### config.mk
export PLATFORM = sky130hd
export DESIGN_NAME = drnt_ctrl
export DESIGN_NICKNAME = d
export VERILOG_FILES = /design/src/drnt_pkg.sv /design/src/drnt_ctrl.sv
export SDC_FILE = /design/constraint.sdc
export NUM_CORES = 1
export LEC_CHECK = 0
export BUFFER_PORTS_ARGS = -buffer_cell sky130_fd_sc_hd__buf_2
export CAP_MARGIN = 10
export CORE_MARGIN = 1.5
export CORE_UTILIZATION = 40
export DETAILED_ROUTE_END_ITERATION = 10
export MAX_ROUTING_LAYER = met4
export RECOVER_POWER = 100
export SLEW_MARGIN = 10
export SYNTH_ARGS = -nofsm -noshare
export SYNTH_HDL_FRONTEND = slang
export SYNTH_SLANG_ARGS = --single-unit
### constraint.sdc
create_clock -name clk -period 3.7 [get_ports clk]
set_input_delay 0 -clock clk [delete_from_list [all_inputs] [get_ports clk]]
set_output_delay 0 -clock clk [all_outputs]
set_load 0.02 [all_outputs]
### src/drnt_pkg.sv
// shared types, codes and the tanh knot table for the delta rule neuron trainer
// no dependencies
package drnt_pkg;

  localparam int NUM_INPUTS  = 3;
  localparam int NUM_NEURONS = 3;
  localparam int IDX_W       = 2;
  localparam int WIDX_W      = 4;

  localparam logic [1:0] OP_INFER = 2'd0;
  localparam logic [1:0] OP_TRAIN = 2'd1;
  localparam logic [1:0] OP_LOAD  = 2'd2;
  localparam logic [1:0] OP_NOP   = 2'd3;

  localparam logic [1:0] CFG_RATE = 2'd0;
  localparam logic [1:0] CFG_GAIN = 2'd1;

  localparam logic [15:0] RATE_RESET = 16'd3277;
  localparam logic [14:0] GAIN_RESET = 15'd4096;

  typedef enum logic [9:0] {
    ST_IDLE  = 10'b0000000001,
    ST_MAC   = 10'b0000000010,
    ST_GAIN  = 10'b0000000100,
    ST_ACT   = 10'b0000001000,
    ST_SQ    = 10'b0000010000,
    ST_DELTA = 10'b0000100000,
    ST_DLR   = 10'b0001000000,
    ST_DW    = 10'b0010000000,
    ST_WUP   = 10'b0100000000,
    ST_FIN   = 10'b1000000000
  } state_t;

  typedef struct packed {
    state_t           step;
    logic             start;
    logic             load;
    logic [IDX_W-1:0] row;
    logic [IDX_W-1:0] col;
  } cmd_t;

  typedef struct packed {
    logic out_free;
  } status_t;

  function automatic logic [10:0] tanh_knot(input logic [5:0] k);
    logic [10:0] v;
    case (k)
      6'd0:  v = 11'd0;
      6'd1:  v = 11'd127;
      6'd2:  v = 11'd251;
      6'd3:  v = 11'd367;
      6'd4:  v = 11'd473;
      6'd5:  v = 11'd568;
      6'd6:  v = 11'd650;
      6'd7:  v = 11'd721;
      6'd8:  v = 11'd780;
      6'd9:  v = 11'd829;
      6'd10: v = 11'd869;
      6'd11: v = 11'd901;
      6'd12: v = 11'd927;
      6'd13: v = 11'd948;
      6'd14: v = 11'd964;
      6'd15: v = 11'd977;
      6'd16: v = 11'd987;
      6'd17: v = 11'd995;
      6'd18: v = 11'd1001;
      6'd19: v = 11'd1006;
      6'd20: v = 11'd1010;
      6'd21: v = 11'd1013;
      6'd22: v = 11'd1016;
      6'd23: v = 11'd1018;
      6'd24: v = 11'd1019;
      6'd25: v = 11'd1020;
      6'd26: v = 11'd1021;
      6'd27: v = 11'd1022;
      6'd28: v = 11'd1022;
      6'd29: v = 11'd1023;
      6'd30: v = 11'd1023;
      6'd31: v = 11'd1023;
      default: v = 11'd1024;
    endcase
    return v;
  endfunction

endpackage

### src/drnt_ctrl.sv
// sequencer for the trainer: walks neurons and inputs, issues datapath steps
// depends on drnt_pkg
module drnt_ctrl (
  input  logic               clk,
  input  logic               rst,
  input  logic               in_valid,
  output logic               in_stall,
  input  logic [1:0]         op,
  input  drnt_pkg::status_t  status,
  output drnt_pkg::cmd_t     cmd
);
  import drnt_pkg::*;

  state_t           state, state_next;
  logic [IDX_W-1:0] row, row_next;
  logic [IDX_W-1:0] col, col_next;
  logic             train, train_next;
  logic             accept;

  assign in_stall = (state != ST_IDLE);
  assign accept   = in_valid && !in_stall;

  always_comb begin
    state_next = state;
    row_next   = row;
    col_next   = col;
    train_next = train;
    unique case (state)
      ST_IDLE: begin
        if (accept) begin
          row_next   = '0;
          col_next   = '0;
          train_next = (op == OP_TRAIN);
          if (op == OP_INFER || op == OP_TRAIN) state_next = ST_MAC;
          else state_next = ST_FIN;
        end
      end
      ST_MAC: begin
        if (col == IDX_W'(NUM_INPUTS - 1)) begin
          col_next   = '0;
          state_next = ST_GAIN;
        end else begin
          col_next = col + 1'b1;
        end
      end
      ST_GAIN: state_next = ST_ACT;
      ST_ACT:  state_next = ST_SQ;
      ST_SQ: begin
        if (train) state_next = ST_DELTA;
        else if (row == IDX_W'(NUM_NEURONS - 1)) state_next = ST_FIN;
        else begin
          row_next   = row + 1'b1;
          state_next = ST_MAC;
        end
      end
      ST_DELTA: state_next = ST_DLR;
      ST_DLR:   state_next = ST_DW;
      ST_DW:    state_next = ST_WUP;
      ST_WUP: begin
        if (col != IDX_W'(NUM_INPUTS - 1)) begin
          col_next   = col + 1'b1;
          state_next = ST_DW;
        end else begin
          col_next = '0;
          if (row == IDX_W'(NUM_NEURONS - 1)) state_next = ST_FIN;
          else begin
            row_next   = row + 1'b1;
            state_next = ST_MAC;
          end
        end
      end
      ST_FIN: begin
        if (status.out_free) state_next = ST_IDLE;
      end
      default: state_next = ST_IDLE;
    endcase
  end

  always_ff @(posedge clk) begin
    if (rst) begin
      state <= ST_IDLE;
      row   <= '0;
      col   <= '0;
      train <= 1'b0;
    end else begin
      state <= state_next;
      row   <= row_next;
      col   <= col_next;
      train <= train_next;
    end
  end

  always_comb begin
    cmd.step  = state;
    cmd.start = accept;
    cmd.load  = accept && (op == OP_LOAD);
    cmd.row   = row;
    cmd.col   = col;
  end

endmodule

==> qor.csv <==
stage,metric,value,unit
run_status,outcome,"finished, final reports clean",
grt,vias in the first global route,801,
clocking,hold_buf cts,0,
flow_run,max_cap viols,0,
setup_path,CP required,3.92,ns
pwr,combinational fraction of design power,47.8,%
pwr,pwr dens,565.5,nW/um2
synth,"Avg Cell Area, Syn",8.864,um2
clocking,Num CTS Buffers,3,
grt,"Remaining Overflow, GRT",0,
pwr,register share of total power,35.2,%
routing,# DRC,0,
routing,DRT antenna net count,0,
synth,"Seq/Total Area, Yosys",31.66,%
synth,fraction of registers with async set/reset,0,%
clocking,setup bufs post-CTS,0,
setup_path,Crit. Startpoint,state[1],
timing,maximum clock rate,398.7,MHz
synth,Post-synth EDFFs,0,
timing,RSZ-0062 raised after global routing,false,
synth,Ys Warns,0,
routing,DR vias,899,
setup_path,worst path arrival time,2.73,ns
floorplanning,die area,2672,um2
timing,final setup skew,0.006406,ns
pwr,Psw,248.5,uW
timing,final setup violation count,0,
setup_path,Max stage delay on crit path,0.81,ns
synth,"area leader, netlist",dfxtp_1,
routing,Via-to-Cell Ratio,5.763,
routing,DRT iter0 DRCs,14,
floorplanning,Initial Util,42.47,%
setup_path,"delay-heaviest family, CP",simple AND/OR/NAND/NOR gates,
routing,DRT Pass-1 Iters,4,
synth,share of the synthesized area in the top cell type,31.66,%
floorplanning,die height,51.70,um
timing,worst rel slew slack,38.79,%
hold_path,Min-Delay Path Depth,2,
clocking,Worst-Skew Late Latency,0.28,ns
clocking,CTS-repair resized insts,0,
timing,Final Hold Viols,0,
finish,ant diodes,0,
setup_path,reg-to-reg endpoint,state[1],
floorplanning,IO Count,23,
grt,initial antenna violation count,0,
setup_path,Crit-path slowest cell,nor4_1,
clocking,TritonCTS clock tree,done,
pwr,Peak VDD IR,273.5,uV
synth,synth top area cells,"dfxtp_1 (32%), nor2_1 (4.7%), nor4_4 (4.5%)",
setup_path,Reg2Reg Depth,6,
setup_path,CP Class,flip-flop to flip-flop,
pwr,Switching Share,43.89,%
finish,fraction of layout cells with a size suffix above 1,13.28,%
pwr,Int Power,317.6,uW
clocking,Max clock buf depth,2,
grt,pin count of the biggest net entering global routing,14,
synth,Synth cell types,48,
synth,Post-Syn Area,948.4,um2
grt,first-pass GRT wire length,3.767,mm
setup_path,worst r2r src,state[1],
finish,Layout area overhead,5.541,%
synth,Mapped Cells,107,
hold_path,Hold Path End,state[5],
placement,IO Port Bufs,22,
hold_path,min-delay src,rst,
placement,Final GP Congestion,0.8182,
routing,Routed Wire Length,2.329,mm
synth,syn_nets,114,
setup_path,Worst setup SP type,flip-flop,
clocking,H-tree levels,1,
timing,Worst Tran Pin Value,0.9098,ns
setup_path,crit end category,flip-flop,
setup_path,"setup slack, reg-to-reg",1.19,ns
clocking,Clock Pin Slew Worst Setup and Hold Paths,0.10,ns
timing,total negative setup slack,0,ns
clocking,CTS root buf,clkbuf_4,
finish,nets@finish,136,
finish,"most common cell after layout, fill and taps aside",clkbuf_1,
setup_path,Worst Path Buf+Inv,0,
setup_path,crit-path cells,"nor4_1, and2_0, nand2_1, a31oi_1, o21ai_0, a21oi_2",
finish,Finished Core Util,44.82,%
synth,Yosys reg bits,15,
setup_path,Critical Path Fanout Max,7,
clocking,# clock sinks,15,
hold_path,Hold WC Path Type,input pin to flip-flop,
placement,HPWL Detailed,1.775,mm
floorplanning,Die W,51.70,um
floorplanning,# rows,17,
timing,Max Slew Vio Count,0,
floorplanning,core area,2233,um2
timing,post-layout minimum cycle time,2.508,ns
finish,most frequent cells in the layout,"clkbuf_1 (18), dfxtp_1 (15), nor2_1 (12), nand2_1 (8), nand3_1 (6)",
synth,ys flop type,dfxtp_1,
pwr,clock power share,17.0,%
pwr,Lkg Pwr,0.3767,nW
timing,fin crit share,67.79,%
routing,drt wl/cell,14.93,um
grt,GRT Overall Usage,19.50,%
-- cell usage after synthesis, types with 2 or more instances --
| library cell | n |
|---|---|
| nor4_4 | 2 |
| nand2_1 | 8 |
| a21oi_2 | 2 |
| nand3_1 | 6 |
| buf_4 | 3 |
| nor3_1 | 2 |
| nor2b_1 | 2 |
| inv_1 | 3 |
| nand4b_1 | 4 |
| nand4_1 | 2 |
| or4_4 | 2 |
| xor2_1 | 2 |
| dfxtp_1 | 15 |
| nor2_1 | 12 |
| a21oi_1 | 4 |
| o21ai_0 | 2 |
| nor4b_1 | 3 |
| nor3b_1 | 2 |
| or2b_1 | 2 |
-- routing by layer --
layer  vias to the layer above  share of wire, %  GRT usage [%]
met4                         0               1.4          7.018
met5                         -                 0              -
li1                        438                 -              -
met3                         4               4.9          3.448
met2                        32                48          31.20
met1                       425                46          24.78
-- registers in the layout, indices dropped and copies added, names as in the netlist --
| name | flops |
|---|---|
| state | 10 |
| train | 1 |
| col | 2 |
| row | 2 |
-- per-stage QoR --
step | cell area (um2) | hold slack [ns] | power, mW | std cells | worst slack [ns]
6_report | 1001 | 0.04845 | 0.5661 | 156 | 1.192
5_1_grt | 1001 | 0.06816 | 0.6032 | 156 | 0.9622
4_1_cts | 1084 | 0.05600 | 0.6141 | 156 | 1.739
3_5_place_dp | 1057 | 0.2683 | 0.5171 | 152 | 1.774
3_3_place_gp | 1057 | 0.2638 | 0.5112 | 152 | 1.793
2_1_floorplan | 948.4 | 0.06951 | 0.4473 | 107 | 1.812
-- kinds of logic (layout without fill, tap and decap cells) --
group	Yosys count	count (layout)	synth area share, %
buffers and inverters	8	29	5.013
AND/OR/NAND/NOR	61	61	43.80
flip-flops	15	15	31.66
multiplexers	1	1	1.055
AO/OA/AOI/OAI	19	19	15.31
XOR/XNOR	2	2	1.847
adder cells (fa/ha/maj)	1	1	1.319
-- worst max path at each step --
stage                     endpoint  slack [ns]  cells past startpoint
after floorplan           state[2]        1.81                      6
after global placement      row[1]        1.79                      6
after detailed placement    row[0]        1.77                      6
after CTS                   row[1]        1.74                      6
after global routing        row[1]        0.96                      6
final                     state[1]        1.19                      6
-- final cells by class --
| type | count | area (um2) |
|---|---|---|
| Clock buffer | 4 | 26.28 |
| Fill cell | 258 | 1232 |
| Inverter | 3 | 11.26 |
| Multi-Input combinational cell | 84 | 539.3 |
| Sequential cell | 15 | 300.3 |
| Tap cell | 28 | 35.03 |
| Timing Repair Buffer | 22 | 88.84 |
-- power by group through the flow --
stage	combinational [mW]	clock (mW)	sequential, mW
floorplan	0.231	0	0.216
global placement	0.306	0	0.205
detailed placement	0.311	0	0.206
CTS	0.313	0.0988	0.203
global route	0.294	0.107	0.202
finish	0.271	0.0961	0.199
(Power assumes the default switching activity.)
